**src/rtl/ddm_pkg.sv**
```systemverilog
// ============================================================================
// ddm_pkg
// Shared types, codes and helpers for the differential drive mixer.
// ============================================================================
package ddm_pkg;

	// Field widths
	localparam int DIR_W   = 3;
	localparam int LEVEL_W = 8;
	localparam int UNIT_W  = 12;
	localparam int DUTY_W  = 16;
	localparam int BASE_W  = UNIT_W + LEVEL_W;  // unit_step * level
	localparam int WIDE_W  = BASE_W + 1;        // base plus turn amount

	// Stream and config port widths
	localparam int IN_TDATA_W  = 16;
	localparam int OUT_TDATA_W = 72;
	localparam int CFG_IDX_W   = 1;
	localparam int CFG_DATA_W  = 16;

	// Command direction codes
	localparam logic [DIR_W-1:0] DIR_STOP     = 3'd0;
	localparam logic [DIR_W-1:0] DIR_FWD      = 3'd1;
	localparam logic [DIR_W-1:0] DIR_BACK     = 3'd2;
	localparam logic [DIR_W-1:0] DIR_LEFT     = 3'd3;
	localparam logic [DIR_W-1:0] DIR_RIGHT    = 3'd4;
	localparam logic [DIR_W-1:0] DIR_STRAIGHT = 3'd5;

	// Stored drive direction
	localparam logic [1:0] DRIVE_STOP = 2'd0;
	localparam logic [1:0] DRIVE_FWD  = 2'd1;
	localparam logic [1:0] DRIVE_BACK = 2'd2;

	// Held turn
	localparam logic [1:0] TURN_NONE  = 2'd0;
	localparam logic [1:0] TURN_LEFT  = 2'd1;
	localparam logic [1:0] TURN_RIGHT = 2'd2;

	// Config register indexes
	localparam logic [CFG_IDX_W-1:0] CFG_UNIT_STEP   = 1'd0;
	localparam logic [CFG_IDX_W-1:0] CFG_TURN_AMOUNT = 1'd1;

	// Reset values of the config registers
	localparam logic [UNIT_W-1:0] UNIT_STEP_RST   = 12'd750;
	localparam logic [DUTY_W-1:0] TURN_AMOUNT_RST = 16'd3750;

	// Resolved command handed from the command stage to the mixer
	typedef struct packed {
		logic [LEVEL_W-1:0] level;
		logic [1:0]         drive;
		logic [1:0]         turn;
	} ddm_cmd_t;

	// Result item, left forward duty in the lowest bits
	typedef struct packed {
		logic              moving;
		logic [DUTY_W-1:0] right_back_duty;
		logic [DUTY_W-1:0] right_fwd_duty;
		logic [DUTY_W-1:0] left_back_duty;
		logic [DUTY_W-1:0] left_fwd_duty;
	} ddm_result_t;

	// Clamp a wide duty to the 16-bit compare range
	function automatic logic [DUTY_W-1:0] sat_duty(input logic [WIDE_W-1:0] x);
		logic [DUTY_W-1:0] r;
		if (x[WIDE_W-1:DUTY_W] != '0) begin
			r = '1;
		end else begin
			r = x[DUTY_W-1:0];
		end
		return r;
	endfunction

endpackage

```
**src/rtl/differential_drive_mixer_top.sv**
```systemverilog
// ============================================================================
// differential_drive_mixer_top
// Drive command to four-channel PWM duty mixer for a two-wheeled base.
// ============================================================================
// One command is taken per clock cycle unless the output stalls. Its result
// item passes three registers: a decode register that also updates the held
// drive, speed and turn, a register after the unit_step * level multiply,
// and the output register after turn mixing and saturation. Results are one
// per command, in order; a stalled output backs up through the three stages,
// so up to three commands are in flight. Config writes are always taken and
// act at once; write them only while no command is in flight.
// ============================================================================
module differential_drive_mixer_top import ddm_pkg::*; (
	input  logic                   clk,
	input  logic                   arst_n,
	// Command stream
	input  logic                   s_axis_tvalid,
	output logic                   s_axis_tready,
	input  logic [IN_TDATA_W-1:0]  s_axis_tdata,  // [2:0] direction, [10:3] level
	// Result stream
	output logic                   m_axis_tvalid,
	input  logic                   m_axis_tready,
	output logic [OUT_TDATA_W-1:0] m_axis_tdata,  // [15:0] left_fwd_duty,
	                                              // [31:16] left_back_duty,
	                                              // [47:32] right_fwd_duty,
	                                              // [63:48] right_back_duty,
	                                              // [64] moving
	// Config write
	input  logic                   cfg_valid,
	output logic                   cfg_ready,
	input  logic [CFG_IDX_W-1:0]   cfg_index,
	input  logic [CFG_DATA_W-1:0]  cfg_data
);

	logic [UNIT_W-1:0] unit_step_q;
	logic [DUTY_W-1:0] turn_amount_q;
	logic              cmd_valid;
	logic              cmd_ready;
	ddm_cmd_t          cmd;
	ddm_result_t       res;

	// Config registers
	assign cfg_ready = 1'b1;

	always_ff @(posedge clk or negedge arst_n) begin
		if (!arst_n) begin
			unit_step_q   <= UNIT_STEP_RST;
			turn_amount_q <= TURN_AMOUNT_RST;
		end else if (cfg_valid) begin
			case (cfg_index)
				CFG_UNIT_STEP:   unit_step_q   <= cfg_data[UNIT_W-1:0];
				CFG_TURN_AMOUNT: turn_amount_q <= cfg_data[DUTY_W-1:0];
				default: ;
			endcase
		end
	end

	ddm_cmd u_cmd (
		.clk       (clk),
		.arst_n    (arst_n),
		.in_valid  (s_axis_tvalid),
		.in_ready  (s_axis_tready),
		.direction (s_axis_tdata[DIR_W-1:0]),
		.level     (s_axis_tdata[DIR_W +: LEVEL_W]),
		.cmd_valid (cmd_valid),
		.cmd_ready (cmd_ready),
		.cmd       (cmd)
	);

	ddm_mix u_mix (
		.clk         (clk),
		.arst_n      (arst_n),
		.unit_step   (unit_step_q),
		.turn_amount (turn_amount_q),
		.cmd_valid   (cmd_valid),
		.cmd_ready   (cmd_ready),
		.cmd         (cmd),
		.res_valid   (m_axis_tvalid),
		.res_ready   (m_axis_tready),
		.res         (res)
	);

	assign m_axis_tdata = {(OUT_TDATA_W - $bits(ddm_result_t))'(0), res};

endmodule

```
**src/rtl/ddm_cmd.sv**
```systemverilog
// ============================================================================
// ddm_cmd
// Command decode: normalizes a command, updates the held drive, speed and
// turn, and registers the resolved command for the mixer.
// ============================================================================
module ddm_cmd import ddm_pkg::*; (
	input  logic               clk,
	input  logic               arst_n,
	input  logic               in_valid,
	output logic               in_ready,
	input  logic [DIR_W-1:0]   direction,
	input  logic [LEVEL_W-1:0] level,
	output logic               cmd_valid,
	input  logic               cmd_ready,
	output ddm_cmd_t           cmd
);

	logic [1:0]         drive_q;
	logic [1:0]         turn_q;
	logic [LEVEL_W-1:0] speed_q;
	logic [1:0]         drive_nx;
	logic [1:0]         turn_nx;
	logic [LEVEL_W-1:0] speed_nx;
	logic [DIR_W-1:0]   dir_n;
	logic               accept;
	logic               valid_s1;
	ddm_cmd_t           cmd_s1;

	assign in_ready = !valid_s1 || cmd_ready;
	assign accept   = in_valid && in_ready;

	// Normalize and resolve the next held state
	always_comb begin
		dir_n = direction;
		if (level == '0) begin
			if (direction inside {DIR_LEFT, DIR_RIGHT, DIR_STRAIGHT}) begin
				dir_n = DIR_STRAIGHT;
			end else begin
				dir_n = DIR_STOP;
			end
		end

		drive_nx = drive_q;
		speed_nx = speed_q;
		turn_nx  = turn_q;
		case (dir_n)
			DIR_FWD: begin
				drive_nx = DRIVE_FWD;
				speed_nx = level;
			end
			DIR_BACK: begin
				drive_nx = DRIVE_BACK;
				speed_nx = level;
			end
			DIR_STOP: begin
				drive_nx = DRIVE_STOP;
				speed_nx = '0;
			end
			default: ;
		endcase

		case (dir_n)
			DIR_LEFT:     turn_nx = TURN_LEFT;
			DIR_RIGHT:    turn_nx = TURN_RIGHT;
			DIR_STRAIGHT: turn_nx = TURN_NONE;
			default: ;
		endcase
	end

	// Held state
	always_ff @(posedge clk or negedge arst_n) begin
		if (!arst_n) begin
			drive_q <= DRIVE_STOP;
			turn_q  <= TURN_NONE;
			speed_q <= '0;
		end else if (accept) begin
			drive_q <= drive_nx;
			turn_q  <= turn_nx;
			speed_q <= speed_nx;
		end
	end

	// Stage 1 valid
	always_ff @(posedge clk or negedge arst_n) begin
		if (!arst_n) begin
			valid_s1 <= 1'b0;
		end else if (in_ready) begin
			valid_s1 <= in_valid;
		end
	end

	// Stage 1 payload
	always_ff @(posedge clk) begin
		if (accept) begin
			cmd_s1.level <= speed_nx;
			cmd_s1.drive <= drive_nx;
			cmd_s1.turn  <= turn_nx;
		end
	end

	assign cmd_valid = valid_s1;
	assign cmd       = cmd_s1;

	// A stopped drive always goes with a cleared speed, and only then
	a_speed_stop: assert property (@(posedge clk) disable iff (!arst_n)
		(drive_q == DRIVE_STOP) == (speed_q == '0))
		else $error("held speed and drive direction disagree");

	a_accept_fills: assert property (@(posedge clk) disable iff (!arst_n)
		accept |=> valid_s1)
		else $error("accepted command not held in stage 1");

	a_cmd_consistent: assert property (@(posedge clk) disable iff (!arst_n)
		valid_s1 |-> ((cmd_s1.drive == DRIVE_STOP) == (cmd_s1.level == '0)))
		else $error("stage 1 level and drive disagree");

endmodule

```
**src/rtl/ddm_mix.sv**
```systemverilog
// ============================================================================
// ddm_mix
// Duty mixer: scales the level by the unit step, then applies the held
// turn, saturates and registers the result item.
// ============================================================================
module ddm_mix import ddm_pkg::*; (
	input  logic              clk,
	input  logic              arst_n,
	input  logic [UNIT_W-1:0] unit_step,
	input  logic [DUTY_W-1:0] turn_amount,
	input  logic              cmd_valid,
	output logic              cmd_ready,
	input  ddm_cmd_t          cmd,
	output logic              res_valid,
	input  logic              res_ready,
	output ddm_result_t       res
);

	logic              valid_s2;
	logic [BASE_W-1:0] base_s2;
	logic [1:0]        drive_s2;
	logic [1:0]        turn_s2;
	logic              out_valid_q;
	ddm_result_t       out_q;
	ddm_result_t       res_nx;
	logic              s2_ready;
	logic              out_ready;
	logic [WIDE_W-1:0] outer;
	logic [BASE_W-1:0] inner;
	logic [DUTY_W-1:0] spill;
	logic [DUTY_W-1:0] outer_sat;
	logic [DUTY_W-1:0] inner_sat;
	logic [DUTY_W-1:0] base_sat;
	logic              short_base;
	logic              back;

	assign out_ready = !out_valid_q || res_ready;
	assign s2_ready  = !valid_s2 || out_ready;
	assign cmd_ready = s2_ready;

	// Stage 2: base duty
	always_ff @(posedge clk or negedge arst_n) begin
		if (!arst_n) begin
			valid_s2 <= 1'b0;
		end else if (s2_ready) begin
			valid_s2 <= cmd_valid;
		end
	end

	always_ff @(posedge clk) begin
		if (s2_ready && cmd_valid) begin
			base_s2  <= BASE_W'(unit_step) * BASE_W'(cmd.level);
			drive_s2 <= cmd.drive;
			turn_s2  <= cmd.turn;
		end
	end

	// Turn mixing on the base duty
	always_comb begin
		outer      = {1'b0, base_s2} + WIDE_W'(turn_amount);
		short_base = BASE_W'(turn_amount) > base_s2;
		inner      = short_base ? '0 : base_s2 - BASE_W'(turn_amount);
		spill      = short_base ? turn_amount - base_s2[DUTY_W-1:0] : '0;
		outer_sat  = sat_duty(outer);
		inner_sat  = sat_duty({1'b0, inner});
		base_sat   = sat_duty({1'b0, base_s2});
		back       = (drive_s2 == DRIVE_BACK);

		res_nx = '0;
		case (turn_s2)
			TURN_LEFT: begin
				if (back) begin
					res_nx.right_back_duty = outer_sat;
					res_nx.left_back_duty  = inner_sat;
					res_nx.left_fwd_duty   = spill;
				end else begin
					res_nx.right_fwd_duty = outer_sat;
					res_nx.left_fwd_duty  = inner_sat;
					res_nx.left_back_duty = spill;
				end
			end
			TURN_RIGHT: begin
				if (back) begin
					res_nx.left_back_duty  = outer_sat;
					res_nx.right_back_duty = inner_sat;
					res_nx.right_fwd_duty  = spill;
				end else begin
					res_nx.left_fwd_duty   = outer_sat;
					res_nx.right_fwd_duty  = inner_sat;
					res_nx.right_back_duty = spill;
				end
			end
			default: begin
				case (drive_s2)
					DRIVE_FWD: begin
						res_nx.left_fwd_duty  = base_sat;
						res_nx.right_fwd_duty = base_sat;
					end
					DRIVE_BACK: begin
						res_nx.left_back_duty  = base_sat;
						res_nx.right_back_duty = base_sat;
					end
					default: ;
				endcase
			end
		endcase
		res_nx.moving = (drive_s2 != DRIVE_STOP) || (turn_s2 != TURN_NONE);
	end

	// Output register
	always_ff @(posedge clk or negedge arst_n) begin
		if (!arst_n) begin
			out_valid_q <= 1'b0;
		end else if (out_ready) begin
			out_valid_q <= valid_s2;
		end
	end

	always_ff @(posedge clk) begin
		if (out_ready && valid_s2) begin
			out_q <= res_nx;
		end
	end

	assign res_valid = out_valid_q;
	assign res       = out_q;

	a_idle_zero: assert property (@(posedge clk) disable iff (!arst_n)
		(out_valid_q && !out_q.moving) |->
		(out_q.left_fwd_duty == '0 && out_q.left_back_duty == '0 &&
		 out_q.right_fwd_duty == '0 && out_q.right_back_duty == '0))
		else $error("duty driven while not moving");

	a_left_excl: assert property (@(posedge clk) disable iff (!arst_n)
		out_valid_q |-> (out_q.left_fwd_duty == '0 || out_q.left_back_duty == '0))
		else $error("left wheel driven both ways");

	a_right_excl: assert property (@(posedge clk) disable iff (!arst_n)
		out_valid_q |-> (out_q.right_fwd_duty == '0 || out_q.right_back_duty == '0))
		else $error("right wheel driven both ways");

endmodule
```
**config.mk**
```make
export PLATFORM = sky130hd
export DESIGN_NAME = differential_drive_mixer_top
export DESIGN_NICKNAME = d
export VERILOG_FILES = /design/src/rtl/ddm_pkg.sv /design/src/rtl/differential_drive_mixer_top.sv /design/src/rtl/ddm_cmd.sv /design/src/rtl/ddm_mix.sv
export SDC_FILE = /design/constraint.sdc
export NUM_CORES = 1
export LEC_CHECK = 0
export BUFFER_PORTS_ARGS = -buffer_cell sky130_fd_sc_hd__buf_2
export CAP_MARGIN = 0
export CORE_ASPECT_RATIO = 1.25
export CORE_MARGIN = 5
export CORE_UTILIZATION = 35
export CTS_CLUSTER_SIZE = 12
export DETAILED_ROUTE_END_ITERATION = 6
export HOLD_SLACK_MARGIN = 0.08
export PLACE_DENSITY_LB_ADDON = 0.25
export SYNTH_ARGS = -nofsm -noshare
export SYNTH_HDL_FRONTEND = slang
export SYNTH_SLANG_ARGS = --single-unit
```
**constraint.sdc**
```tcl
create_clock -name clk -period 10.64 [get_ports clk]
set_input_delay 0.532 -clock clk [delete_from_list [all_inputs] [get_ports clk]]
set_output_delay 0.532 -clock clk [all_outputs]
set_load 0.005 [all_outputs]
```
# Yosys cells after proc, flatten, opt, wreduce, memory -nomap -nowiden
# Index checks and enable logic that the tools add are counted.
# totals
register_bits	144
in_bits	38
out_inout_bits	75
elab_cells	74
# classes
addsub	3
n_mul	1
order_cmp	1
n_eq_ne	12
mux	16
bitwise_logic	1
reduce_logical	21
# ops
cell	count
two-way mux 16 bit	8
case mux 64 bit (2 select lines)	1
two-way mux 32 bit	1
adder 20 x 16 -> 21 bit	1
greater-than comparator 16 x 20 -> 1 bit	1
multiplier 12 x 8 -> 20 bit	1
two-way mux 20 bit	1
subtractor 20 x 16 -> 20 bit	1
case mux 8 bit (2 select lines)	1
subtractor 16 bit	1
== test 3 bit, second input constant	4
case mux 2 bit (3 select lines)	2
== test 3 x 2 -> 1 bit, second input constant	3
logical NOT 8 bit	1
nonzero test 4 bit	2
two-way mux 3 bit	2
nonzero test 5 bit	1
== test 2 x 1 -> 1 bit, second input constant	2
== test 2 bit, second input constant	2
logical OR 1 bit	4
AND reduction 2 bit	2
nonzero test 2 bit	2
== test 3 x 1 -> 1 bit, second input constant	1
logical AND 1 bit	3
5 further kinds	7

# Logic depth before layout (Yosys ltp)
# depth
depth_word	7
mapped_depth	18
ltp_nobuf	18

# Modules after synthesis
# A second synthesis with hierarchy kept.
# hier_totals
hier_cells	1349
area_unflattened_um2	13067.5
# by_module_without_submodules
mod	n_inst	cells_per_inst	area_per_inst_um2	seq_area_each_um2
ddm_mix	1	1187	10734.0	2722.6
differential_drive_mixer_top	1	70	1186.1	718.2
ddm_cmd	1	92	1147.4	685.7

# Least setup slack after synthesis
# No wires, ideal clock.
# synth_timing
kind	register to register
from	register u_cmd.cmd_s1 (netlist bit u_cmd.cmd[8])
to	register u_mix.base_s2[18], data pin
setup_ns	0.265
arrival_time_ns	4.253
required_time_ns	10.375
setup_slack_ns	6.122
path_stages_with_launch	17
n_path_buf	1
period_less_slack_ns	4.518
cell_sequence	edfxtp_1 > clkbuf_1 > and2_1 > fa_1 > fa_1 > inv_1 > fa_1 > fa_1 > inv_1 > ha_1 > inv_1 > o21bai_1 > o311ai_0 > nand2_1 > o41ai_1 > o21ai_0 > xor2_1
# synth_between
elab_chain_cells	1
# synth_lines
element	line	rtl
from (decl)	ddm_cmd.sv:27	ddm_cmd_t cmd_s1;
multiplier 12 x 8 -> 20 bit	ddm_mix.sv:52	base_s2 <= BASE_W'(unit_step) * BASE_W'(cmd.level);
to (signal assigned)	ddm_mix.sv:52	
to (decl)	ddm_mix.sv:20	logic [BASE_W-1:0] base_s2;
# Every way passes these cells.
# A chain may end at the register's enable or synchronous reset.

# Worst setup path in the final report
# layout_timing
from	register u_cmd.cmd_s1 (netlist bit u_cmd.cmd[6])
to	register u_mix.base_s2[18], data pin
# The elaborated chain is that of the path after synthesis.

==> run summary <==
Die ar.: 0.0401 sq mm
crit path kind: flop to flop
Skew-Pair Late Insertion Delay: 440 ps
RSZ-0062 raised after global routing: no
cell with the most instances after synthesis: inv_1
Final setup viols: 0
DP HPWL: 27400 microns
gr ovfl total: 0
CTS clock-pin slew for the worst setup and hold paths: 60 ps
TritonCTS clock tree: built
gpl congestion: 0.903
Post-CTS Setup Bufs: 0
EDFF count, synth: 101
Worst VDD drop: 0.130 mV
fin util: 39.7%
cell count after synthesis: 1322
wirelength, routed: 34400 microns
drt first-iter violations: 698
M2 GR Usage: 30.5%
Initial Utilization: 35.6%
power per cell area: 278 mW/mm^2
CP Capture Type: flop
hold buffers post-CTS: 0
leak pwr: 0.00608 uW
register area share after synthesis: 32.6%
top post-synthesis cells by count: inv_1 (143), nand2_1 (118), edfxtp_1 (101)
Worst path most repeated cell: fa_1
post-placement cell area: 0.0135 sq mm
io pins: 113
layout cell share with drive strength beyond 1: 16.5%
Rows: 77
Max Cap Viol: 0
Die Y: 223 microns
cell taking the most area after synthesis: edfxtp_1
ANT nets after route: 0
sw frac: 46.4%
Sequential Power Share: 24.2%
Synth cell types: 79
Worst Tran Pin Value: 1090 ps
Root Driver: clkbuf_16
yosys synthesis warning count: 0
fin crit period: 5130 ps
asr flop ratio synth: 29.9%
Area contributors post-synth: edfxtp_1 (24%), fa_1 (10%), ha_1 (8.9%), dfrtp_1 (5.7%), and2_1 (4.3%)
FILL cells: 3544
CP max stage delay: 570 ps
Worst slew margin: 26.8%
critical path depth in cells: 15
crit start category: flop
Yosys top cell area share: 24.0%
largest net degree at the start of global routing: 66
detailed-route DRC error count: 0
sw power: 1820 uW
antenna violations before repair: 0
n_diodes: 0
WP buf/inv: 3
Hold Path Class: input port to asynchronous set/reset pin
setup TNS: 0 ps
endpoints failing hold: 0
critical path data arrival time: 5310 ps
period utilisation layout: 48.3%
total number of vias: 10100
Int Pwr: 2100 uW
CTS Sinks: 144
proportion of power drawn by the clock network: 15.4%
Register-to-Register Path Depth: 15
layer with the highest usage: met2
clk buf depth: 2
Final Slew Violations: 0
total CTS buffers: 17
maximum fanout along the worst path: 12
WL per Instance: 18.3 microns
Area Overhead vs Synth: 11.4%
Buffers on Ports: 99
Syn Std Cell Area: 0.0127 sq mm
Post-Synthesis Mean Instance Area: 9.57 sq um
Req. time, crit path: 10820 ps
routed vias/inst: 5.36
fin area: 0.0141 sq mm
met3 usage: 2.76%
die width: 180 microns
core footprint: 0.0356 sq mm
htree depth: 4
met1 usage: 20.6%
Total GRT Usage: 16.9%
vias in the first global route: 9990
worst path cell trace: and2_1, fa_1, fa_1, inv_1, fa_1, fa_1, inv_1, ha_1, inv_1, o21bai_1, o311ai_0, nand2_1, o41ai_1, o21ai_0, xor2_1
CP max stage cell: edfxtp_1
Comb pwr share: 60.4%
first-pass GRT wire length: 55400 microns
Post-synth top flop: edfxtp_1
#FFs+latches synth: 144
fin nets: 1582
Largest delay share family, worst path: adder cells
maximum clock rate: 195 MHz
status: complete, no violations
First-pass DRT Iterations: 5
post-CTS sizing: 0
clock skew: 14.5 ps
stage by stage:
step | power (uW) | worst slack [ps] | instances | hold WS [ps]
3_5_place_dp | 3300 | 5520 | 1846 | 436
3_3_place_gp | 3280 | 5520 | 1846 | 436
6_report | 3920 | 5510 | 1878 | 183
2_1_floorplan | 2700 | 6120 | 1328 | 236
4_1_cts | 3930 | 5510 | 1878 | 202
5_1_grt | 4250 | 5270 | 1878 | 221
sequential cells by signal, summed over array words and instances (netlist names), 8 cells and up:
signal,cells
u_mix.res,65
turn_amount_q,16
unit_step_q,12
u_mix.base_s2,20
u_cmd.speed_q,8
u_cmd.cmd,12
placed cells by master (no fill, tap or decap), types with 12 or more instances in the layout:
master / synthesis / layout
clkbuf_16: 0 / 17
nand3_1: 23 / 23
a21oi_2: 14 / 14
dfstp_2: 14 / 14
o21bai_1: 12 / 12
nor3_1: 23 / 22
nor2_1: 82 / 82
and2_1: 87 / 86
edfxtp_1: 101 / 101
buf_2: 12 / 99
o21ai_0: 65 / 65
dfrtp_1: 29 / 29
mux2_2: 32 / 32
a21o_1: 12 / 12
inv_1: 143 / 143
o21a_1: 13 / 13
xnor2_1: 35 / 35
ha_1: 90 / 90
fa_1: 63 / 63
o221ai_1: 29 / 29
nand2_1: 118 / 118
o211ai_1: 20 / 20
o2111ai_1: 12 / 12
a21oi_1: 58 / 58
power groups by stage:
stage / clock, uW / combinational [uW] / sequential [uW]
4_1_cts: 620 / 2360 / 948
6_report: 604 / 2370 / 947
3_3_place_gp: 0 / 2320 / 956
3_5_place_dp: 0 / 2340 / 958
2_1_floorplan: 0 / 1800 / 902
5_1_grt: 643 / 2640 / 964
metal layers:
| metal | part of all wire (%) | wire length, microns |
|---|---|---|
| met1 | 42 | 14400 |
| met4 | 2.7 | 925 |
| met5 | 0 | 0 |
| met2 | 51 | 17400 |
| met3 | 4.9 | 1690 |
final timing paths:
| path | slack (ps) | end | from |
|---|---|---|---|
| max in group asynchronous | 10020 | turn_amount_q[13] | arst_n |
| min in group clk | 300 | u_cmd.cmd_valid | s_axis_tvalid |
| worst max-delay path | 5510 | u_mix.base_s2[18] | u_cmd.cmd[6] |
| worst min register to register | 440 | u_mix.turn_s2[1] | u_cmd.cmd[1] |
| worst min-delay path | 180 | u_cmd.drive_q[0] | arst_n |
| worst max register to register | 5510 | u_mix.base_s2[18] | u_cmd.cmd[6] |
cell families after synthesis:
| group | Yosys count | synth area share [%] |
|---|---|---|
| XOR/XNOR | 43 | 2.98 |
| multiplexers | 40 | 4.07 |
| other | 2 | 0.0594 |
| flip-flops | 144 | 32.6 |
| AND/OR/NAND/NOR | 394 | 15.4 |
| AO/OA/AOI/OAI | 335 | 19.2 |
| adder cells (fa/ha/maj) | 153 | 18.9 |
| buffers and inverters | 211 | 6.88 |
area by class of cell:
cell class | count | area (sq um) | area share, %
clock inverters | 12 | 131 | 0.932
flip-flops and latches | 144 | 4130 | 29.3
well taps | 474 | 593 | 4.21
clock buffers | 20 | 437 | 3.10
multi-input cells | 973 | 7690 | 54.5
repair buffers | 110 | 578 | 4.10
inverters | 145 | 544 | 3.86
No activity file was read; power rests on OpenSTA's default activity.
